File: src/design/htb_pkg.sv
// Shared types, constants and character codes for the hex text to byte decoder.
package htb_pkg;

    // Width of the saturating byte counter; the digit counter is one bit wider.
    localparam int COUNT_BITS = 16;
    localparam int DIGIT_W    = COUNT_BITS + 1;
    localparam int LEN_W      = 16;
    // Width in which the decoded length and the length limits are compared.
    localparam int CMP_W      = (COUNT_BITS > LEN_W) ? COUNT_BITS : LEN_W;

    localparam logic [7:0] CH_ZERO   = 8'h30;  // '0'
    localparam logic [7:0] CH_NINE   = 8'h39;  // '9'
    localparam logic [7:0] CH_LOW_A  = 8'h61;  // 'a'
    localparam logic [7:0] CH_LOW_F  = 8'h66;  // 'f'
    localparam logic [7:0] CH_LOW_X  = 8'h78;  // 'x'
    localparam logic [7:0] CH_UP_X   = 8'h58;  // 'X'
    localparam logic [7:0] CH_SPACE  = 8'h20;
    localparam logic [7:0] CH_TAB    = 8'h09;
    localparam logic [7:0] CH_CR     = 8'h0D;
    localparam logic [7:0] CH_LF     = 8'h0A;
    localparam logic [7:0] CH_DASH   = 8'h2D;  // '-'
    localparam logic [7:0] CH_LBRACE = 8'h7B;  // '{'
    localparam logic [7:0] CH_RBRACE = 8'h7D;  // '}'
    localparam logic [7:0] CASE_BIT  = 8'h20;
    localparam logic [3:0] HEX_TEN   = 4'd10;

    typedef enum logic [2:0] {
        ST_OK        = 3'd0,
        ST_INVALID   = 3'd1,
        ST_ODD_DIGIT = 3'd2,
        ST_NOT_EXACT = 3'd3,
        ST_TOO_SHORT = 3'd4,
        ST_TOO_LONG  = 3'd5
    } t_status;

    typedef enum logic {
        CFG_MIN_BYTES = 1'b0,
        CFG_MAX_BYTES = 1'b1
    } t_cfg_idx;

    typedef struct packed {
        logic       is_hex;
        logic [3:0] value;
        logic       is_skip;
        logic       is_zero;
        logic       is_x;
    } t_char_class;

    typedef struct packed {
        logic             byte_valid;
        logic [7:0]       data_byte;
        logic             final_res;
        t_status          status;
        logic [LEN_W-1:0] total_bytes;
    } t_result;

endpackage

File: src/design/hex_text_to_bytes.sv
// Top level of the hex text to byte decoder: input register, config registers, core.
//
// Streaming hexadecimal text decoder. At most one character word enters per cycle on
// the input channel and exactly one result word leaves for each, in order. Each word
// passes the input register, then the classify and pack logic into the result
// register; both stages hold under back-pressure, so the block sustains one word
// per cycle while the output side keeps up, and accepts a new word while a finished
// result still waits. Hex digits of either case pair
// into bytes, high nibble first, and a byte is shown (o_byte_valid) on the result
// of the character that completes it. Whitespace, '-', '{' and '}' are skipped; a
// "0x"/"0X" prefix is dropped by holding each '0' for one character. Any other
// character latches an invalid error and stops byte output until end of text, so
// the consumer must discard the streamed bytes when the final status is not OK.
// The result for the character marked i_end_of_text carries o_final_res, the
// status (invalid, odd/zero digit count, exact/min/max length, checked in that
// order) and the byte count, then all decode state returns to its reset value.
// The length limits are written through i_cfg_* (index 0 min, 1 max, 0 = off) and
// may only be changed while no words are in flight.
module hex_text_to_bytes (
    input  logic                       i_clk,
    input  logic                       i_rst_n,
    // configuration write port
    input  logic                       i_cfg_we,
    input  logic                       i_cfg_idx,
    input  logic [htb_pkg::LEN_W-1:0]  i_cfg_data,
    // character input
    input  logic                       i_in_valid,
    output logic                       o_in_ready,
    input  logic [7:0]                 i_char_code,
    input  logic                       i_end_of_text,
    // result output
    output logic                       o_out_valid,
    input  logic                       i_out_ready,
    output logic                       o_byte_valid,
    output logic [7:0]                 o_data_byte,
    output logic                       o_final_res,
    output logic [2:0]                 o_status,
    output logic [htb_pkg::LEN_W-1:0]  o_total_bytes
);

    logic [htb_pkg::LEN_W-1:0] r_min_bytes;
    logic [htb_pkg::LEN_W-1:0] r_max_bytes;

    // input register
    logic       r_in_valid, n_in_valid;
    logic [7:0] r_char;
    logic       r_eot;

    logic                 w_take;     // core consumes the registered word
    logic                 w_out_valid;
    htb_pkg::t_char_class w_class;
    htb_pkg::t_result     w_result;

    // the core can take a word when its result slot is empty or draining now
    assign w_take     = r_in_valid && (!w_out_valid || i_out_ready);
    assign o_in_ready = !r_in_valid || w_take;

    always_comb begin
        if (i_in_valid && o_in_ready) begin
            n_in_valid = 1'b1;
        end else if (w_take) begin
            n_in_valid = 1'b0;
        end else begin
            n_in_valid = r_in_valid;
        end
    end

    always_ff @(posedge i_clk) begin
        if (!i_rst_n) begin
            r_in_valid <= 1'b0;
        end else begin
            r_in_valid <= n_in_valid;
        end
    end

    always_ff @(posedge i_clk) begin
        if (i_in_valid && o_in_ready) begin
            r_char <= i_char_code;
            r_eot  <= i_end_of_text;
        end
    end

    // length limits
    always_ff @(posedge i_clk) begin
        if (!i_rst_n) begin
            r_min_bytes <= '0;
            r_max_bytes <= '0;
        end else if (i_cfg_we) begin
            unique case (htb_pkg::t_cfg_idx'(i_cfg_idx))
                htb_pkg::CFG_MIN_BYTES: r_min_bytes <= i_cfg_data;
                htb_pkg::CFG_MAX_BYTES: r_max_bytes <= i_cfg_data;
                default: ;
            endcase
        end
    end

    htb_classify u_classify (
        .i_char  (r_char),
        .o_class (w_class)
    );

    htb_core u_core (
        .i_clk       (i_clk),
        .i_rst_n     (i_rst_n),
        .i_take      (w_take),
        .i_class     (w_class),
        .i_eot       (r_eot),
        .i_min_bytes (r_min_bytes),
        .i_max_bytes (r_max_bytes),
        .i_out_ready (i_out_ready),
        .o_out_valid (w_out_valid),
        .o_result    (w_result)
    );

    assign o_out_valid   = w_out_valid;
    assign o_byte_valid  = w_result.byte_valid;
    assign o_data_byte   = w_result.data_byte;
    assign o_final_res   = w_result.final_res;
    assign o_status      = w_result.status;
    assign o_total_bytes = w_result.total_bytes;

endmodule

File: src/design/htb_classify.sv
// Character classifier: hex digit value, separator and prefix detection.
module htb_classify (
    input  logic [7:0]           i_char,
    output htb_pkg::t_char_class o_class
);

    logic [7:0] w_lower;
    logic       w_dec;
    logic       w_alpha;

    assign w_lower = i_char | htb_pkg::CASE_BIT;
    assign w_dec   = (i_char >= htb_pkg::CH_ZERO) && (i_char <= htb_pkg::CH_NINE);
    assign w_alpha = (w_lower >= htb_pkg::CH_LOW_A) && (w_lower <= htb_pkg::CH_LOW_F);

    always_comb begin
        o_class.is_hex  = w_dec || w_alpha;
        if (w_dec) begin
            o_class.value = 4'(i_char - htb_pkg::CH_ZERO);
        end else if (w_alpha) begin
            o_class.value = 4'(w_lower - htb_pkg::CH_LOW_A) + htb_pkg::HEX_TEN;
        end else begin
            o_class.value = 4'h0;
        end
        o_class.is_skip = (i_char == htb_pkg::CH_SPACE)  || (i_char == htb_pkg::CH_TAB) ||
                          (i_char == htb_pkg::CH_CR)     || (i_char == htb_pkg::CH_LF)  ||
                          (i_char == htb_pkg::CH_DASH)   || (i_char == htb_pkg::CH_LBRACE) ||
                          (i_char == htb_pkg::CH_RBRACE);
        o_class.is_zero = (i_char == htb_pkg::CH_ZERO);
        o_class.is_x    = (i_char == htb_pkg::CH_LOW_X) || (i_char == htb_pkg::CH_UP_X);
    end

endmodule

File: src/design/htb_core.sv
// Decode state, nibble packing, end-of-text status and the result register.
module htb_core (
    input  logic                    i_clk,
    input  logic                    i_rst_n,
    input  logic                    i_take,
    input  htb_pkg::t_char_class    i_class,
    input  logic                    i_eot,
    input  logic [htb_pkg::LEN_W-1:0] i_min_bytes,
    input  logic [htb_pkg::LEN_W-1:0] i_max_bytes,
    input  logic                    i_out_ready,
    output logic                    o_out_valid,
    output htb_pkg::t_result        o_result
);

    localparam logic [htb_pkg::DIGIT_W-1:0] DIGIT_MAX = '1;
    localparam logic [htb_pkg::CMP_W-1:0]   LEN_MAX   = htb_pkg::CMP_W'({htb_pkg::LEN_W{1'b1}});

    function automatic logic [htb_pkg::DIGIT_W-1:0] sat_inc(
        input logic [htb_pkg::DIGIT_W-1:0] cnt
    );
        return (cnt == DIGIT_MAX) ? cnt : cnt + 1'b1;
    endfunction

    logic                          r_lnn, n_lnn;      // next digit is a low nibble
    logic [3:0]                    r_hn, n_hn;        // pending high nibble
    logic                          r_held, n_held;    // a '0' is on hold
    logic [htb_pkg::DIGIT_W-1:0]   r_cnt, n_cnt;      // digit count, saturating
    logic                          r_inv, n_inv;      // sticky invalid flag
    logic                          r_out_valid, n_out_valid;
    htb_pkg::t_result              r_result, n_result;

    logic                          w_held_digit;
    logic                          w_drop_x;
    logic [htb_pkg::CMP_W-1:0]     w_total;
    logic [htb_pkg::CMP_W-1:0]     w_min;
    logic [htb_pkg::CMP_W-1:0]     w_max;

    assign w_held_digit = r_held && !i_class.is_x && !r_inv;
    assign w_drop_x     = r_held && i_class.is_x;
    assign w_min        = htb_pkg::CMP_W'(i_min_bytes);
    assign w_max        = htb_pkg::CMP_W'(i_max_bytes);

    always_comb begin
        n_lnn  = r_lnn;
        n_hn   = r_hn;
        n_held = 1'b0;
        n_cnt  = r_cnt;
        n_inv  = r_inv;
        n_result = '0;
        n_result.status = htb_pkg::ST_OK;

        // a held '0' not followed by x/X counts as a digit first
        if (w_held_digit) begin
            n_cnt = sat_inc(n_cnt);
            if (n_lnn) begin
                n_result.byte_valid = 1'b1;
                n_result.data_byte  = {n_hn, 4'h0};
                n_lnn = 1'b0;
            end else begin
                n_hn  = 4'h0;
                n_lnn = 1'b1;
            end
        end

        if (!w_drop_x) begin
            if (i_class.is_zero && !i_eot) begin
                n_held = 1'b1;
            end else if (i_class.is_hex) begin
                if (!r_inv) begin
                    n_cnt = sat_inc(n_cnt);
                    if (n_lnn) begin
                        n_result.byte_valid = 1'b1;
                        n_result.data_byte  = {n_hn, i_class.value};
                        n_lnn = 1'b0;
                    end else begin
                        n_hn  = i_class.value;
                        n_lnn = 1'b1;
                    end
                end
            end else if (!i_class.is_skip) begin
                n_inv = 1'b1;
            end
        end

        w_total = htb_pkg::CMP_W'(n_cnt[htb_pkg::DIGIT_W-1:1]);

        if (i_eot) begin
            n_result.final_res = 1'b1;
            priority if (n_inv) begin
                n_result.status = htb_pkg::ST_INVALID;
            end else if (n_cnt[0] || (n_cnt == '0)) begin
                n_result.status = htb_pkg::ST_ODD_DIGIT;
            end else if ((w_min != '0) && (w_min == w_max) && (w_total != w_min)) begin
                n_result.status = htb_pkg::ST_NOT_EXACT;
            end else if ((w_min != '0) && (w_total < w_min)) begin
                n_result.status = htb_pkg::ST_TOO_SHORT;
            end else if ((w_max != '0) && (w_total > w_max)) begin
                n_result.status = htb_pkg::ST_TOO_LONG;
            end else begin
                n_result.status = htb_pkg::ST_OK;
            end
            n_result.total_bytes = (w_total > LEN_MAX) ? {htb_pkg::LEN_W{1'b1}}
                                                       : w_total[htb_pkg::LEN_W-1:0];
            n_lnn  = 1'b0;
            n_hn   = 4'h0;
            n_held = 1'b0;
            n_cnt  = '0;
            n_inv  = 1'b0;
        end
    end

    always_comb begin
        if (i_take) begin
            n_out_valid = 1'b1;
        end else if (i_out_ready) begin
            n_out_valid = 1'b0;
        end else begin
            n_out_valid = r_out_valid;
        end
    end

    always_ff @(posedge i_clk) begin
        if (!i_rst_n) begin
            r_lnn       <= 1'b0;
            r_hn        <= 4'h0;
            r_held      <= 1'b0;
            r_cnt       <= '0;
            r_inv       <= 1'b0;
            r_out_valid <= 1'b0;
        end else begin
            r_out_valid <= n_out_valid;
            if (i_take) begin
                r_lnn  <= n_lnn;
                r_hn   <= n_hn;
                r_held <= n_held;
                r_cnt  <= n_cnt;
                r_inv  <= n_inv;
            end
        end
    end

    always_ff @(posedge i_clk) begin
        if (i_take) begin
            r_result <= n_result;
        end
    end

    assign o_out_valid = r_out_valid;
    assign o_result    = r_result;

endmodule

File: config.mk
export PLATFORM = sky130hd
export DESIGN_NAME = hex_text_to_bytes
export DESIGN_NICKNAME = d
export VERILOG_FILES = /design/src/design/htb_pkg.sv /design/src/design/hex_text_to_bytes.sv /design/src/design/htb_classify.sv /design/src/design/htb_core.sv
export SDC_FILE = /design/constraint.sdc
export NUM_CORES = 1
export LEC_CHECK = 0
export ABC_AREA = 1
export ABC_CLOCK_PERIOD_IN_PS = 4100
export BUFFER_PORTS_ARGS = -buffer_cell sky130_fd_sc_hd__buf_2
export CAP_MARGIN = 0
export CORE_MARGIN = 8
export CORE_UTILIZATION = 30
export CTS_BUF_LIST = sky130_fd_sc_hd__clkbuf_16
export DETAILED_ROUTE_END_ITERATION = 16
export SLEW_MARGIN = 15
export SYNTH_ARGS = -nofsm -noshare
export SYNTH_HDL_FRONTEND = slang
export SYNTH_SLANG_ARGS = --single-unit
File: constraint.sdc
create_clock -name i_clk -period 4.1 [get_ports i_clk]
set_input_delay 0.82 -clock i_clk [delete_from_list [all_inputs] [get_ports i_clk]]
set_output_delay 0.82 -clock i_clk [all_outputs]
set_load 0.1 [all_outputs]
== Word level (Yosys, flattened, before mapping) ==
Index checks and enable logic that the tools add are counted.
Widths: inputs -> output; s select.

* Add/subtract/negate cells: 5
* Order comparisons: 7
* Equal/unequal tests: 14
* Muxes and demuxes: 52
* Bitwise operators: 2
* Reduce and logical (&&, ||, !) cells: 37

{| class="wikitable"
|+ Operator list
! kind !! count
|-
| $mux 17 || 8
|-
| $mux 9 || 7
|-
| $mux 4 || 10
|-
| $add 17x1->17 const B || 2
|-
| $eq 17x17->1 const B || 2
|-
| $eq 8x7->1 const B || 4
|-
| $reduce_bool 16->1 || 2
|-
| $eq 8x4->1 const B || 3
|-
| $eq 8x6->1 const B || 3
|-
| $mux 1 || 20
|-
| $mux 20 || 1
|-
| $logic_not 17->1 || 1
|-
| $eq 16x16->1 || 1
|-
| $gt 16x16->1 || 1
|-
| $gt 16x16->1 const B || 1
|-
| $lt 16x16->1 || 1
|-
| $mux 16 || 1
|-
| $ne 16x16->1 || 1
|-
| $mux 3 || 5
|-
| $logic_and 1x1->1 || 12
|-
| $logic_or 1x1->1 || 11
|-
| $ge 8x6->1 const B || 1
|-
| $ge 8x7->1 const B || 1
|-
| $le 8x6->1 const B || 1
|-
| other kinds (9) || 17
|}

* Register bits after elaboration: 96
* Bits of input ports: 31
* Output and inout bits: 31
* Word-level logic and storage cells: 135

== Longest topological paths before layout ==
Gate-level depths: netlist of the first run.

* Depth after elaboration: 20
* Mapped depth: 29
* Mapped depth without buffers: 28

== Hierarchy ==
A second synthesis of the first run with hierarchy kept.

* Cells, all modules: 932
* Area, all modules: 6533.8 sq um

{| class="wikitable"
|+ Modules (own cells, without submodules)
! module !! instances !! cells an instance !! area an instance (sq um) !! sequential area each (sq um)
|-
| htb_core || 1 || 679 || 4573.1 || 1371.3
|-
| hex_text_to_bytes || 1 || 194 || 1632.8 || 930.9
|-
| htb_classify || 1 || 59 || 327.8 || 0.0
|}

== Least setup slack after synthesis of the first run ==
No wires, ideal clock.

* Path kind: flip-flop to flip-flop
* From: reg u_core.r_cnt[1] (netlist bit)
* To: reg u_core.r_result, in the netlist u_core.o_result[16] (data pin)
* Setup time: 0.259 ns
* Data arrival time: 3.421 ns
* Required time: 3.841 ns
* Slack: 0.420 ns
* Cell stages (with the launch flop): 27
* Buffers on the path: 2
* Period minus slack after synthesis: 3.680 ns
* Cell sequence: dfxtp_1 -> ha_1 -> nand3_2 -> nor2_8 -> nand3_4 -> buf_6 -> nand3_1 -> nand2_2 -> nor2_2 -> nand2_2 -> nor2_4 -> nand3_4 -> buf_6 -> nand2_2 -> nand2_1 -> nand2_1 -> inv_1 -> ha_1 -> nand2_1 -> inv_1 -> o21ai_0 -> o211ai_1 -> a2111o_1 -> nand4_1 -> nand2_1 -> nand3_1 -> a21oi_1

* Word-level cells in the longest chain between the ends: 16
* Elaborated cells on any way between the ends: 24
* Classes of those cells: add/sub (2); order compare (2); eq/ne (3); mux (12); reduce/logical (5)

{| class="wikitable"
|+ RTL lines
! what !! line !! text
|-
| from (decl) || htb_core.sv:27 || <nowiki>logic [htb_pkg::DIGIT_W-1:0] r_cnt, n_cnt;</nowiki>
|-
| from (signal assigned) || htb_core.sv:136 || <nowiki>r_cnt <= n_cnt;</nowiki>
|-
| $add 17x1->17 or $eq 17x17->1 (tied branches) || htb_core.sv:21 || <nowiki>return (cnt == DIGIT_MAX) ? cnt : cnt + 1'b1;</nowiki>
|-
| $mux 17 || htb_core.sv:21 ||
|-
| $mux 17 (*) || htb_core.sv:53 || <nowiki>if (w_held_digit) begin</nowiki>
|-
| $add 17x1->17 or $eq 17x17->1 (tied branches) || htb_core.sv:21 ||
|-
| $mux 17 || htb_core.sv:21 ||
|-
| $mux 17 || htb_core.sv:69 || <nowiki>if (!r_inv) begin</nowiki>
|-
| $mux 17 || htb_core.sv:68 || <nowiki>end else if (i_class.is_hex) begin</nowiki>
|-
| $mux 17 || htb_core.sv:66 || <nowiki>if (i_class.is_zero && !i_eot) begin</nowiki>
|-
| $mux 17 (*) || htb_core.sv:65 || <nowiki>if (!w_drop_x) begin</nowiki>
|-
| $gt 16x16->1 || htb_core.sv:97 || <nowiki>end else if ((w_max != '0) && (w_total > w_max)) begin</nowiki>
|-
| $logic_and 1x1->1 || htb_core.sv:97 ||
|-
| $mux 3 || htb_core.sv:97 ||
|-
| $mux 3 || htb_core.sv:95 || <nowiki>end else if ((w_min != '0) && (w_total < w_min)) begin</nowiki>
|-
| $mux 3 || htb_core.sv:93 || <nowiki>end else if ((w_min != '0) && (w_min == w_max) && (w_total != w_min)) begin</nowiki>
|-
| $mux 3 (*) || htb_core.sv:91 || <nowiki>end else if (n_cnt[0] || (n_cnt == '0)) begin</nowiki>
|-
| $mux 3 (*) || htb_core.sv:89 || <nowiki>priority if (n_inv) begin</nowiki>
|-
| to (signal assigned) || htb_core.sv:144 || <nowiki>r_result <= n_result;</nowiki>
|-
| to (decl) || htb_core.sv:30 || <nowiki>htb_pkg::t_result r_result, n_result;</nowiki>
|}

Mark *: on every way between the ends. The rest lies on a longest branch, timed or not.
A chain may end at the register's enable or synchronous reset.

== Final worst setup path of the first run ==
* From: reg r_char[3]
* To: reg u_core.r_result, in the netlist u_core.o_result[16] (data pin)

* Word-level cells in the longest chain between the ends: 19
* Elaborated cells on any way between the ends: 54
* Classes of those cells: add/sub (1); order compare (6); eq/ne (12); mux (15); reduce/logical (20)

{| class="wikitable"
|+ RTL lines
! what !! line !! text
|-
| from (decl) || hex_text_to_bytes.sv:46 || <nowiki>logic [7:0] r_char;</nowiki>
|-
| from (signal assigned) || hex_text_to_bytes.sv:78 || <nowiki>r_char <= i_char_code;</nowiki>
|-
| $eq 8x7->1 || htb_classify.sv:29 || <nowiki>o_class.is_x = (i_char == htb_pkg::CH_LOW_X) || (i_char == htb_pkg::CH_UP_X);</nowiki>
|-
| $logic_or 1x1->1 || htb_classify.sv:29 ||
|-
| $logic_not 1->1 || htb_core.sv:38 || <nowiki>assign w_held_digit = r_held && !i_class.is_x && !r_inv;</nowiki>
|-
| $logic_and 1x1->1 (2 in series) || htb_core.sv:38 ||
|-
| $mux 17 || htb_core.sv:53 ||
|-
| $add 17x1->17 or $eq 17x17->1 (tied branches) || htb_core.sv:21 ||
|-
| $mux 17 || htb_core.sv:21 ||
|-
| $mux 17 || htb_core.sv:69 ||
|-
| [2 not listed] || - ||
|-
| $mux 17 || htb_core.sv:65 ||
|-
| $gt 16x16->1 || htb_core.sv:97 ||
|-
| $logic_and 1x1->1 || htb_core.sv:97 ||
|-
| $mux 3 || htb_core.sv:97 ||
|-
| $mux 3 || htb_core.sv:95 ||
|-
| $mux 3 || htb_core.sv:93 ||
|-
| $mux 3 || htb_core.sv:91 ||
|-
| $mux 3 (*) || htb_core.sv:89 ||
|}

Marked as above.

==> flow_results.xml, run 1 <==
<?xml version="1.0" encoding="UTF-8"?>
<metrics>
  <group name="outcome">
    <metric name="result_of_the_run" unit="">finished clean</metric>
  </group>
  <group name="cts">
    <metric name="tritoncts_num_sinks" unit="">96</metric>
    <metric name="tritoncts" unit="">yes</metric>
    <metric name="cts_root_buffer" unit="">sky130_fd_sc_hd__clkbuf_16</metric>
    <metric name="cts_inserted_buffers" unit="">9</metric>
    <metric name="worst_skew_pair.late_latency" unit="ps">350</metric>
    <metric name="path_clk_slew" unit="ps">70</metric>
    <metric name="cts_buffer_depth" unit="">2</metric>
    <metric name="hold_buffer_count_at_cts" unit="">0</metric>
    <metric name="cts_htree_levels" unit="">3</metric>
  </group>
  <group name="worst_setup_path">
    <metric name="timing.critical_path.arrival" unit="ps">4110</metric>
    <metric name="setup.worst_path.end" unit="">u_core.o_result[16]</metric>
    <metric name="reg2reg_depth" unit="">25</metric>
    <metric name="critical_path_class" unit="">reg2reg</metric>
    <metric name="critical_path.reg2reg.endpoint" unit="">u_core.o_result[16]</metric>
    <metric name="total_number_of_cells_along_the_worst_setup_path" unit="">25</metric>
    <metric name="worst_setup_path_start_kind" unit="">register</metric>
    <metric name="timing.reg2reg.setup_slack" unit="ps">80</metric>
    <metric name="cp_top_family" unit="">simple AND/OR/NAND/NOR gates</metric>
    <metric name="cp_data_required_time" unit="ps">4190</metric>
    <metric name="buf_inv_on_cp" unit="">3</metric>
    <metric name="worstPathMaxFanout" unit="">6</metric>
    <metric name="worstSetupStartpoint" unit="">r_char[3]</metric>
    <metric name="cp_max_delay_cell" unit="">sky130_fd_sc_hd__a2111o_1</metric>
    <metric name="worst_path_largest_cell_delay" unit="ps">440</metric>
    <metric name="worst_r2r_startpoint" unit="">r_char[3]</metric>
    <metric name="timing.critical_path.to_type" unit="">register</metric>
  </group>
  <group name="routing">
    <metric name="routedWlPerCell" unit="um">14.25</metric>
    <metric name="routed_wirelength" unit="mm">17.81</metric>
    <metric name="vias_per_cell" unit="">4.836</metric>
    <metric name="drt.antenna.violating_nets" unit="">0</metric>
    <metric name="first_pass_iters" unit="">5</metric>
    <metric name="first_iter_violations" unit="">497</metric>
    <metric name="post-route-drc-count" unit="">0</metric>
    <metric name="route.vias.total" unit="">6045</metric>
  </group>
  <group name="power">
    <metric name="max-vdd-ir-drop" unit="mV">0.2230</metric>
    <metric name="power_leakage" unit="nW">3.419</metric>
    <metric name="total_power" unit="mW">2.551</metric>
    <metric name="p_per_area" unit="mW/mm2">328.1</metric>
  </group>
  <group name="layout">
    <metric name="final_layout_size_suffix_gt1_share" unit="%">22.87</metric>
    <metric name="fin_area" unit="mm2">0.007774</metric>
    <metric name="finalNetCount" unit="">1040</metric>
    <metric name="fin_util" unit="%">37.45</metric>
    <metric name="filler_cell_count" unit="">2172</metric>
    <metric name="synthToLayoutAreaGrowth" unit="%">24.16</metric>
    <metric name="diodes" unit="">0</metric>
  </group>
  <group name="placed_design">
    <metric name="post_placement_setup_slack" unit="ps">148.4</metric>
    <metric name="place.gp.congestion" unit="">0.8868</metric>
    <metric name="dp_hpwl" unit="mm">13.44</metric>
    <metric name="placed_area" unit="mm2">0.007088</metric>
    <metric name="count_of_input_and_output_buffers" unit="">61</metric>
  </group>
  <group name="timing">
    <metric name="setup_slack_of_the_critical_path_after_layout" unit="ps">79.11</metric>
    <metric name="max_slew.worst_pin.slew" unit="ps">916.1</metric>
    <metric name="timing.fmax" unit="GHz">0.2487</metric>
    <metric name="hold_viol_final" unit="">0</metric>
    <metric name="grt_setup_unrepaired" unit="">yes</metric>
    <metric name="worst_slew_margin_rel" unit="%">38.78</metric>
    <metric name="finalWorstPathRequiredPeriod" unit="ps">4021</metric>
    <metric name="tns" unit="ps">0</metric>
    <metric name="fin_crit_sh" unit="%">98.07</metric>
    <metric name="finalSetupViolCount" unit="">0</metric>
    <metric name="fin_skew" unit="ps">6.899</metric>
    <metric name="timing.final.max_slew_violations" unit="">0</metric>
  </group>
  <group name="global_routing">
    <metric name="grt_first_pass_wirelength" unit="mm">27.54</metric>
    <metric name="grt_antenna_before_repair" unit="">0</metric>
    <metric name="grt_pass1_vias" unit="">5572</metric>
    <metric name="grt_usage" unit="%">13.07</metric>
    <metric name="gr-total-overflow" unit="">0</metric>
    <metric name="grt_max_degree" unit="">35</metric>
  </group>
  <group name="floorplan">
    <metric name="die_x" unit="um">160.5</metric>
    <metric name="placementRows" unit="">53</metric>
    <metric name="floorplan.die_area" unit="mm2">0.02575</metric>
    <metric name="die_y" unit="um">160.5</metric>
    <metric name="placeableCoreArea" unit="mm2">0.02076</metric>
    <metric name="design.portCount" unit="">62</metric>
    <metric name="start_util" unit="%">30.16</metric>
  </group>
  <group name="synth">
    <metric name="post_synthesis_net_count" unit="">934</metric>
    <metric name="yosys_most_used_dff" unit="">sky130_fd_sc_hd__dfxtp_1</metric>
    <metric name="ys_ff_latch" unit="">96</metric>
    <metric name="yosys.cell_count.top_type" unit="">sky130_fd_sc_hd__nand2_1</metric>
    <metric name="synth.distinct_cells" unit="">46</metric>
    <metric name="mappedNetlistArea" unit="mm2">0.006261</metric>
    <metric name="syn_area_per_cell" unit="um2">7.247</metric>
    <metric name="ys_seq_area_share" unit="%">36.77</metric>
    <metric name="synth-async-reset-ratio" unit="%">0</metric>
    <metric name="number_of_instances_in_the_synthesized_netlist" unit="">864</metric>
    <metric name="synth.top_cells.by_count" unit="">sky130_fd_sc_hd__nand2_1, sky130_fd_sc_hd__inv_1, sky130_fd_sc_hd__a21oi_1</metric>
    <metric name="yosysTopAreaCell" unit="">sky130_fd_sc_hd__dfxtp_1</metric>
    <metric name="count_of_flip_flops_with_a_built_in_enable_after_synthesis" unit="">38</metric>
    <metric name="top_area_cell_type_share_of_the_netlist_area" unit="%">18.55</metric>
    <metric name="yosys_warnings" unit="">0</metric>
    <metric name="synth.area.top_cells" unit="">sky130_fd_sc_hd__dfxtp_1, sky130_fd_sc_hd__edfxtp_1, sky130_fd_sc_hd__nand2_1</metric>
  </group>
  <group name="worst_hold_path">
    <metric name="min_path_type" unit="">reg2reg</metric>
  </group>
  <group name="job">
    <metric name="max-cap-violations" unit="">0</metric>
  </group>
</metrics>
-- layer usage --
| metal | global-route usage, % | part of all wire [%] | vias to the layer above |
|---|---|---|---|
| li1 | - | - | 3069 |
| met1 | 16.40 | 46 | 2775 |
| met2 | 21.65 | 47 | 168 |
| met3 | 2.611 | 4.5 | 33 |
| met4 | 5.098 | 2.2 | 0 |
| met5 | 0 | 0 | - |
-- power by group --
group	internal (mW)	total [mW]	switching [mW]
registers	1.04	1.07	0.0297
logic	0.187	0.577	0.391
clock network	0.535	0.905	0.370
total	1.76	2.55	0.790
-- flip-flops by register name, summed over array words and instances (netlist names) --
| register | cells |
|---|---|
| u_core.r_held | 1 |
| r_char | 8 |
| u_core.o_out_valid | 1 |
| u_core.r_cnt | 17 |
| u_core.r_hn | 4 |
| u_core.o_result | 29 |
| r_max_bytes | 16 |
| r_in_valid | 1 |
| r_eot | 1 |
| r_min_bytes | 16 |
| u_core.r_inv | 1 |
| u_core.r_lnn | 1 |
-- through the flow --
stage               hold WS, ps  instances
CTS                       482.8       1230
floorplan                 454.4        864
detailed placement        472.3       1214
global placement          470.3       1214
global route              509.7       1250
finish                    485.4       1250
-- what timing repair did --
| action | in CTS | in global routing |
|---|---|---|
| setup buffers | 0 | 16 |
| setup endpoints to repair | 0 | 3 |
| gates resized for setup | 0 | 50 |
-- layout make-up --
type / instances / area, um2 / area share [%]
Inverter: 118 / 447.9 / 5.762
Multi-Input combinational cell: 627 / 3571 / 45.94
Tap cell: 275 / 344.1 / 4.426
Timing Repair Buffer: 118 / 788.3 / 10.14
Clock buffer: 9 / 225.2 / 2.897
Clock inverter: 7 / 95.09 / 1.223
Sequential cell: 96 / 2302 / 29.62
-- layout by cell type (no fill, tap or decap), drive strengths merged, types with 7 or more instances in the layout --
cell type	Yosys	routed
xor2	12	12
nand2	227	227
nand4	27	27
clkbuf	16	11
buf	9	116
nand3	55	57
dfxtp	58	58
inv	116	116
edfxtp	38	38
o21ai	56	56
xnor2	8	8
ha	39	39
a21oi	81	81
nor2	85	85
nor4	7	7
nor3	8	8
-- cells by family after synthesis --
family	synth area share (%)
flops	36.77
xor+xnor	2.918
buf+inv	9.113
simple gates	30.94
compound gates	12.47
fa+ha+maj	7.794
-- worst min-delay path by stage --
stage	from	to	slack, ps	cells after the start
CTS	u_core.r_hn[2]	u_core.r_hn[2]	480	2
finish	u_core.r_hn[2]	u_core.r_hn[2]	490	2
global route	u_core.r_hn[2]	u_core.r_hn[2]	510	2
detailed placement	u_core.r_hn[2]	u_core.r_hn[2]	470	2
global placement	u_core.r_hn[0]	u_core.r_hn[0]	470	2
floorplan	u_core.r_hn[3]	u_core.r_hn[3]	450	2
-- worst reg2reg max path, delay by kind of cell, from the launching register on --
kind	cells	cell delay, ps
flip-flops	1	430
AND/OR/NAND/NOR	16	1680
buffers and inverters	3	360
adder cells (fa/ha/maj)	1	300
AO/OA/AOI/OAI	5	980
Power figures use the tool's default switching activity.
==> run 2, diff against run 1 <==
ABC_AREA = not set   (was 1)
ABC_CLOCK_PERIOD_IN_PS = 3500   (was 4100)
clock period = 3.5 ns   (was 4.1 ns; I/O delays follow)
==> flow_results.xml, run 2 <==
<?xml version="1.0" encoding="UTF-8"?>
<metrics>
  <group name="cts">
    <metric name="cts_root_buffer" unit="">sky130_fd_sc_hd__clkbuf_16</metric>
    <metric name="cts_htree_levels" unit="">3</metric>
    <metric name="worst_skew_pair.late_latency" unit="ps">350</metric>
    <metric name="cts_buffer_depth" unit="">2</metric>
    <metric name="tritoncts" unit="">yes</metric>
    <metric name="hold_buffer_count_at_cts" unit="">0</metric>
    <metric name="path_clk_slew" unit="ps">70</metric>
    <metric name="cts_inserted_buffers" unit="">9</metric>
    <metric name="tritoncts_num_sinks" unit="">96</metric>
  </group>
  <group name="synth">
    <metric name="synth.top_cells.by_count" unit="">sky130_fd_sc_hd__nand2_1, sky130_fd_sc_hd__dfxtp_1, sky130_fd_sc_hd__inv_1</metric>
    <metric name="count_of_flip_flops_with_a_built_in_enable_after_synthesis" unit="">38</metric>
    <metric name="synth.distinct_cells" unit="">74</metric>
    <metric name="ys_ff_latch" unit="">96</metric>
    <metric name="number_of_instances_in_the_synthesized_netlist" unit="">723</metric>
    <metric name="mappedNetlistArea" unit="mm2">0.006300</metric>
    <metric name="yosysTopAreaCell" unit="">sky130_fd_sc_hd__dfxtp_1</metric>
    <metric name="synth.area.top_cells" unit="">sky130_fd_sc_hd__dfxtp_1, sky130_fd_sc_hd__edfxtp_1, sky130_fd_sc_hd__ha_1</metric>
    <metric name="post_synthesis_net_count" unit="">793</metric>
    <metric name="yosys_most_used_dff" unit="">sky130_fd_sc_hd__dfxtp_1</metric>
    <metric name="yosys.cell_count.top_type" unit="">sky130_fd_sc_hd__nand2_1</metric>
    <metric name="ys_seq_area_share" unit="%">36.54</metric>
    <metric name="syn_area_per_cell" unit="um2">8.713</metric>
    <metric name="top_area_cell_type_share_of_the_netlist_area" unit="%">18.43</metric>
    <metric name="synth-async-reset-ratio" unit="%">0</metric>
    <metric name="yosys_warnings" unit="">0</metric>
  </group>
  <group name="timing">
    <metric name="hold_viol_final" unit="">0</metric>
    <metric name="worst_slew_margin_rel" unit="%">40.18</metric>
    <metric name="max_slew.worst_pin.slew" unit="ps">897.3</metric>
    <metric name="setup_slack_of_the_critical_path_after_layout" unit="ps">-1157</metric>
    <metric name="timing.fmax" unit="GHz">0.2147</metric>
    <metric name="fin_skew" unit="ps">9.175</metric>
    <metric name="finalSetupViolCount" unit="">3</metric>
    <metric name="timing.final.max_slew_violations" unit="">0</metric>
    <metric name="grt_setup_unrepaired" unit="">yes</metric>
    <metric name="finalWorstPathRequiredPeriod" unit="ps">4657</metric>
    <metric name="fin_crit_sh" unit="%">133.1</metric>
  </group>
  <group name="worst_setup_path">
    <metric name="critical_path_class" unit="">reg2reg</metric>
    <metric name="worstPathMaxFanout" unit="">8</metric>
    <metric name="worst_path_largest_cell_delay" unit="ps">370</metric>
    <metric name="setup.worst_path.end" unit="">u_core.o_result[16]</metric>
    <metric name="timing.critical_path.arrival" unit="ps">4750</metric>
    <metric name="timing.reg2reg.setup_slack" unit="ps">-1160</metric>
    <metric name="worst_setup_path_start_kind" unit="">register</metric>
    <metric name="critical_path.reg2reg.endpoint" unit="">u_core.o_result[16]</metric>
    <metric name="reg2reg_depth" unit="">23</metric>
    <metric name="cp_max_delay_cell" unit="">sky130_fd_sc_hd__edfxtp_1</metric>
    <metric name="timing.critical_path.to_type" unit="">register</metric>
    <metric name="cp_data_required_time" unit="ps">3600</metric>
    <metric name="worstSetupStartpoint" unit="">r_char[0]</metric>
    <metric name="worst_r2r_startpoint" unit="">r_char[0]</metric>
    <metric name="critPathMostFrequentCell" unit="">sky130_fd_sc_hd__a21o_1</metric>
    <metric name="crit_chain" unit="">inv_2 -&gt; ha_4 -&gt; and4b_4 -&gt; a211oi_4 -&gt; buf_6 -&gt; inv_6 -&gt; a2111o_1 -&gt; mux2i_2 -&gt; nor4bb_4 -&gt; buf_6 -&gt; a311oi_4 -&gt; xnor2_2 -&gt; ha_1 -&gt; a21o_1 -&gt; a21o_1 -&gt; a21o_1 -&gt; a21o_1 -&gt; a211o_1 -&gt; a221oi_2 -&gt; a211o_1 -&gt; o21ai_1 -&gt; nand3_1 -&gt; o22ai_1</metric>
  </group>
  <group name="outcome">
    <metric name="failed_checks" unit="">negative setup slack</metric>
    <metric name="result_of_the_run" unit="">finished with violations</metric>
  </group>
  <group name="placed_design">
    <metric name="dp_hpwl" unit="mm">14.90</metric>
    <metric name="post_placement_setup_slack" unit="ps">-1221</metric>
    <metric name="place.gp.congestion" unit="">0.9111</metric>
    <metric name="count_of_input_and_output_buffers" unit="">61</metric>
  </group>
  <group name="routing">
    <metric name="vias_per_cell" unit="">4.967</metric>
    <metric name="first_pass_iters" unit="">6</metric>
    <metric name="route.vias.total" unit="">5960</metric>
    <metric name="first_iter_violations" unit="">339</metric>
    <metric name="routedWlPerCell" unit="um">16.09</metric>
    <metric name="routed_wirelength" unit="mm">19.31</metric>
    <metric name="post-route-drc-count" unit="">0</metric>
    <metric name="drt.antenna.violating_nets" unit="">0</metric>
  </group>
  <group name="power">
    <metric name="power_leakage" unit="nW">3.418</metric>
    <metric name="total_power" unit="mW">2.689</metric>
    <metric name="p_per_area" unit="mW/mm2">310.4</metric>
    <metric name="max-vdd-ir-drop" unit="mV">0.2606</metric>
  </group>
  <group name="layout">
    <metric name="final_cell_mix" unit="">sky130_fd_sc_hd__buf_4, sky130_fd_sc_hd__nand2_1, sky130_fd_sc_hd__buf_2</metric>
    <metric name="finalNetCount" unit="">990</metric>
    <metric name="final_layout_size_suffix_gt1_share" unit="%">32.65</metric>
    <metric name="largest_reg_flops" unit="">29</metric>
    <metric name="final_common_cell" unit="">sky130_fd_sc_hd__buf_4</metric>
    <metric name="diodes" unit="">0</metric>
    <metric name="filler_cell_count" unit="">2089</metric>
    <metric name="synthToLayoutAreaGrowth" unit="%">37.52</metric>
  </group>
  <group name="global_routing">
    <metric name="gr-total-overflow" unit="">0</metric>
    <metric name="grt_antenna_before_repair" unit="">0</metric>
    <metric name="grt_max_degree" unit="">59</metric>
    <metric name="grt_usage" unit="%">14.65</metric>
    <metric name="grt_pass1_vias" unit="">5811</metric>
    <metric name="grt_first_pass_wirelength" unit="mm">30.69</metric>
  </group>
  <group name="worst_hold_path">
    <metric name="min_path_type" unit="">reg2reg</metric>
  </group>
  <group name="floorplan">
    <metric name="floorplan.die_area" unit="mm2">0.02589</metric>
    <metric name="die_x" unit="um">160.9</metric>
    <metric name="die_y" unit="um">160.9</metric>
    <metric name="start_util" unit="%">30.25</metric>
    <metric name="placeableCoreArea" unit="mm2">0.02082</metric>
    <metric name="design.portCount" unit="">62</metric>
    <metric name="placementRows" unit="">53</metric>
  </group>
  <group name="job">
    <metric name="max-cap-violations" unit="">0</metric>
  </group>
</metrics>
-- run 2: worst min path at each step --
stage	endpoint	startpoint	cells after the start
finish	r_max_bytes[6]	r_max_bytes[6]	2
global route	r_char[0]	i_char_code[0]	1
CTS	r_char[0]	i_char_code[0]	1
detailed placement	r_max_bytes[15]	r_max_bytes[15]	2
global placement	r_max_bytes[15]	r_max_bytes[15]	2
floorplan	u_core.r_held	u_core.r_held	2
-- run 2: power by group --
group	switching, mW	internal [mW]
Sequential	0.0345	1.20
Clock	0.456	0.562
Combinational	0.289	0.146
-- run 2: logic make-up after synthesis --
logic type / share of synthesized area [%]
AO/OA/AOI/OAI: 18.97
XOR/XNOR: 6.137
adder cells (fa/ha/maj): 7.746
buffers and inverters: 5.144
flip-flops: 36.54
multiplexers: 1.013
AND/OR/NAND/NOR: 24.45
-- run 2: critical path, delay by kind of cell, from the launching register on --
family	cells	cell delay, ps
flops	1	370
xor+xnor	1	120
compound gates	12	2350
fa+ha+maj	2	480
buf+inv	4	430
mux	1	290
simple gates	3	380
-- run 2: timing repair --
action | in CTS | in global routing
setup endpoints to repair | 7 | 13
setup buffers | 7 | 4
hold endpoints to repair | 0 | 0
gates resized for setup | 21 | 34
pin swaps | 7 | 10
-- run 2: cell type report --
type,count,area [um2],area share (%)
Clock buffer,9,225.2,2.600
Clock inverter,7,78.83,0.9099
Inverter,47,181.4,2.094
Multi-Input combinational cell,545,4008,46.26
Sequential cell,96,2305,26.60
Tap cell,275,344.1,3.972
Timing Repair Buffer,221,1521,17.56
-- run 2: through the flow --
stage / setup TNS (ps) / instance area, um2 / hold slack (ps) / std cells / util (%)
final: -3058 / 8663 / 516.6 / 1200 / 41.61
after global routing: -3990 / 8663 / 510.5 / 1200 / 41.61
after CTS: -3038 / 8422 / 506.1 / 1198 / 40.45
after detailed placement: -3476 / 7979 / 501.9 / 1175 / 38.32
after global placement: -3215 / 7979 / 499.4 / 1175 / 38.32
after floorplan: -3326 / 6351 / 470.6 / 723 / -
-- run 2: metal layers --
| metal | GRT usage [%] | routed length [um] | up-vias |
|---|---|---|---|
| met5 | 0 | 0 | - |
| met4 | 4.040 | 249 | 0 |
| met3 | 2.943 | 870 | 15 |
| met2 | 23.28 | 9015 | 139 |
| met1 | 19.78 | 9175 | 2825 |
| li1 | - | - | 2981 |
==> run 3, diff against run 2 <==
RECOVER_POWER = 50   (was not set)
==> flow_results.xml, run 3 (synthesis gave the netlist of run 2 again) <==
<?xml version="1.0" encoding="UTF-8"?>
<metrics>
  <group name="floorplan">
    <metric name="design.portCount" unit="">62</metric>
    <metric name="placeableCoreArea" unit="mm2">0.02082</metric>
    <metric name="start_util" unit="%">30.25</metric>
    <metric name="placementRows" unit="">53</metric>
    <metric name="die_y" unit="um">160.9</metric>
    <metric name="die_x" unit="um">160.9</metric>
    <metric name="floorplan.die_area" unit="mm2">0.02589</metric>
  </group>
  <group name="timing">
    <metric name="finalWorstPathRequiredPeriod" unit="ps">4656</metric>
    <metric name="setup_slack_of_the_critical_path_after_layout" unit="ps">-1156</metric>
    <metric name="timing.fmax" unit="GHz">0.2148</metric>
    <metric name="hold_viol_final" unit="">0</metric>
    <metric name="max_slew.worst_pin.slew" unit="ps">2171</metric>
    <metric name="worst_slew_margin_rel" unit="%">-44.70</metric>
    <metric name="timing.final.max_slew_violations" unit="">59</metric>
    <metric name="fin_crit_sh" unit="%">133.0</metric>
    <metric name="finalSetupViolCount" unit="">3</metric>
    <metric name="grt_setup_unrepaired" unit="">yes</metric>
    <metric name="fin_skew" unit="ps">9.206</metric>
    <metric name="fin_hold_ws" unit="ps">518.6</metric>
  </group>
  <group name="routing">
    <metric name="met3_length" unit="um">860</metric>
    <metric name="first_pass_iters" unit="">6</metric>
    <metric name="first_iter_violations" unit="">347</metric>
    <metric name="vias_per_cell" unit="">4.971</metric>
    <metric name="routedWlPerCell" unit="um">16.10</metric>
    <metric name="route.top_layer_used" unit="">met4</metric>
    <metric name="routed_wirelength" unit="mm">19.32</metric>
    <metric name="met2_wirelength" unit="mm">8.984</metric>
    <metric name="drt.antenna.violating_nets" unit="">0</metric>
    <metric name="route.vias.total" unit="">5965</metric>
    <metric name="post-route-drc-count" unit="">0</metric>
    <metric name="routedLengthMet1" unit="mm">9.213</metric>
  </group>
  <group name="worst_setup_path">
    <metric name="worst_setup_path_start_kind" unit="">register</metric>
    <metric name="timing.reg2reg.setup_slack" unit="ps">-1160</metric>
    <metric name="timing.critical_path.arrival" unit="ps">4750</metric>
    <metric name="worst_r2r_startpoint" unit="">r_char[0]</metric>
    <metric name="timing.critical_path.to_type" unit="">register</metric>
    <metric name="worstSetupStartpoint" unit="">r_char[0]</metric>
    <metric name="worstPathMaxFanout" unit="">8</metric>
    <metric name="setup.worst_path.end" unit="">u_core.o_result[16]</metric>
    <metric name="critical_path.reg2reg.endpoint" unit="">u_core.o_result[16]</metric>
    <metric name="cp_data_required_time" unit="ps">3600</metric>
    <metric name="reg2reg_depth" unit="">23</metric>
    <metric name="critical_path_class" unit="">reg2reg</metric>
  </group>
  <group name="placed_design">
    <metric name="post_placement_setup_slack" unit="ps">-1221</metric>
    <metric name="place.gp.congestion" unit="">0.9111</metric>
    <metric name="placed_cells_incl_taps" unit="">1175</metric>
    <metric name="count_of_input_and_output_buffers" unit="">61</metric>
    <metric name="dp_hpwl" unit="mm">14.90</metric>
  </group>
  <group name="power">
    <metric name="power_leakage" unit="nW">3.380</metric>
    <metric name="pwr-share-seq" unit="%">46.0</metric>
    <metric name="internal_power_of_the_cells" unit="mW">1.908</metric>
    <metric name="net_switching_power" unit="mW">0.7812</metric>
    <metric name="combinational_share_of_power" unit="%">16.1</metric>
    <metric name="power.share.switching" unit="%">29.05</metric>
    <metric name="power.clock.fraction" unit="%">37.9</metric>
    <metric name="max-vdd-ir-drop" unit="mV">0.2606</metric>
    <metric name="p_per_area" unit="mW/mm2">311.2</metric>
  </group>
  <group name="layout">
    <metric name="filler_cell_count" unit="">2086</metric>
    <metric name="final_cell_mix" unit="">sky130_fd_sc_hd__buf_4, sky130_fd_sc_hd__nand2_1, sky130_fd_sc_hd__dfxtp_1</metric>
    <metric name="synthToLayoutAreaGrowth" unit="%">37.18</metric>
    <metric name="finalNetCount" unit="">990</metric>
    <metric name="diodes" unit="">0</metric>
    <metric name="final_common_cell" unit="">sky130_fd_sc_hd__buf_4</metric>
    <metric name="final_layout_size_suffix_gt1_share" unit="%">31.03</metric>
    <metric name="largest_reg_flops" unit="">29</metric>
    <metric name="final_cells" unit="">1200</metric>
  </group>
  <group name="global_routing">
    <metric name="grt_first_pass_wirelength" unit="mm">30.69</metric>
    <metric name="grt_usage" unit="%">14.65</metric>
    <metric name="grt_pass1_vias" unit="">5811</metric>
    <metric name="grt_max_degree" unit="">59</metric>
    <metric name="grt_antenna_before_repair" unit="">0</metric>
    <metric name="gr-total-overflow" unit="">0</metric>
  </group>
  <group name="cts">
    <metric name="cts_inserted_buffers" unit="">9</metric>
    <metric name="cts_buffer_depth" unit="">2</metric>
    <metric name="tritoncts_num_sinks" unit="">96</metric>
    <metric name="worst_skew_pair.late_latency" unit="ps">350</metric>
    <metric name="cts_htree_levels" unit="">3</metric>
    <metric name="path_clk_slew" unit="ps">70</metric>
    <metric name="tritoncts" unit="">yes</metric>
    <metric name="cts_root_buffer" unit="">sky130_fd_sc_hd__clkbuf_16</metric>
  </group>
  <group name="outcome">
    <metric name="failed_checks" unit="">max-capacitance violations, max-slew violations, negative setup slack</metric>
    <metric name="result_of_the_run" unit="">finished with violations</metric>
  </group>
  <group name="job">
    <metric name="max-cap-violations" unit="">1</metric>
  </group>
  <group name="worst_hold_path">
    <metric name="min_path_type" unit="">reg2reg</metric>
  </group>
</metrics>
-- run 3: timing repair --
| item | 4_1_cts | 5_1_grt |
|---|---|---|
| hold buffers | 0 | 0 |
| buffers inserted | 7 | 4 |
| pin swaps | 7 | 10 |
| gates resized for setup | 21 | 34 |
| setup endpoints to repair | 7 | 13 |
-- run 3: worst max-delay path: stages (launching register included) --
cell and delay, ps:
sky130_fd_sc_hd__edfxtp_1 370, sky130_fd_sc_hd__inv_2 60, sky130_fd_sc_hd__ha_4 150, sky130_fd_sc_hd__and4b_4 200, sky130_fd_sc_hd__a211oi_4 200, sky130_fd_sc_hd__buf_6 160, sky130_fd_sc_hd__inv_6 50, sky130_fd_sc_hd__a2111o_1 340
sky130_fd_sc_hd__mux2i_2 290, sky130_fd_sc_hd__nor4bb_4 90, sky130_fd_sc_hd__buf_6 160, sky130_fd_sc_hd__a311oi_4 330, sky130_fd_sc_hd__xnor2_2 120, sky130_fd_sc_hd__ha_1 330, sky130_fd_sc_hd__a21o_1 180, sky130_fd_sc_hd__a21o_1 150
sky130_fd_sc_hd__a21o_1 150, sky130_fd_sc_hd__a21o_1 150, sky130_fd_sc_hd__a211o_1 260, sky130_fd_sc_hd__a221oi_2 310, sky130_fd_sc_hd__a211o_1 150, sky130_fd_sc_hd__o21ai_1 60, sky130_fd_sc_hd__nand3_1 90, sky130_fd_sc_hd__o22ai_1 70
-- run 3: how the worst min path moves through the flow --
stage | from | end | slack, ps | cells after the start
after detailed placement | r_max_bytes[15] | r_max_bytes[15] | 500 | 2
after CTS | i_char_code[0] | r_char[0] | 510 | 1
final | r_max_bytes[6] | r_max_bytes[6] | 520 | 2
after global placement | r_max_bytes[15] | r_max_bytes[15] | 500 | 2
after global routing | i_char_code[0] | r_char[0] | 510 | 1
after floorplan | u_core.r_held | u_core.r_held | 470 | 2
-- run 3: power by group through the flow --
stage / logic, mW / registers (mW) / clock network, mW
3_3_place_gp: 0.419 / 1.26 / 0
4_1_cts: 0.430 / 1.24 / 1.04
5_1_grt: 0.468 / 1.24 / 1.09
6_report: 0.433 / 1.24 / 1.02
2_1_floorplan: 0.174 / 1.38 / 0
3_5_place_dp: 0.421 / 1.26 / 0
-- run 3: metrics by stage --
step / power [mW] / TNS, ps / instance area, um2 / util [%]
6_report: 2.689 / -3054 / 8642 / 41.50
5_1_grt: 2.802 / -4007 / 8642 / 41.50
4_1_cts: 2.708 / -3038 / 8422 / 40.45
3_5_place_dp: 1.684 / -3476 / 7979 / 38.32
3_3_place_gp: 1.680 / -3215 / 7979 / 38.32
2_1_floorplan: 1.550 / -3326 / 6351 / -
-- run 3: layout make-up --
| class | count | area [um2] | area share (%) |
|---|---|---|---|
| Inverter | 47 | 181.4 | 2.099 |
| Sequential cell | 96 | 2305 | 26.67 |
| Tap cell | 275 | 344.1 | 3.981 |
| Multi-Input combinational cell | 545 | 4008 | 46.37 |
| Clock inverter | 7 | 78.83 | 0.9121 |
| Clock buffer | 9 | 225.2 | 2.606 |
| Timing Repair Buffer | 221 | 1500 | 17.36 |
-- run 3: metal layers --
layer / vias up / track usage (%)
met4: 0 / 4.040
met2: 144 / 23.28
met1: 2822 / 19.78
met5: - / 0
met3: 16 / 2.943
li1: 2983 / -
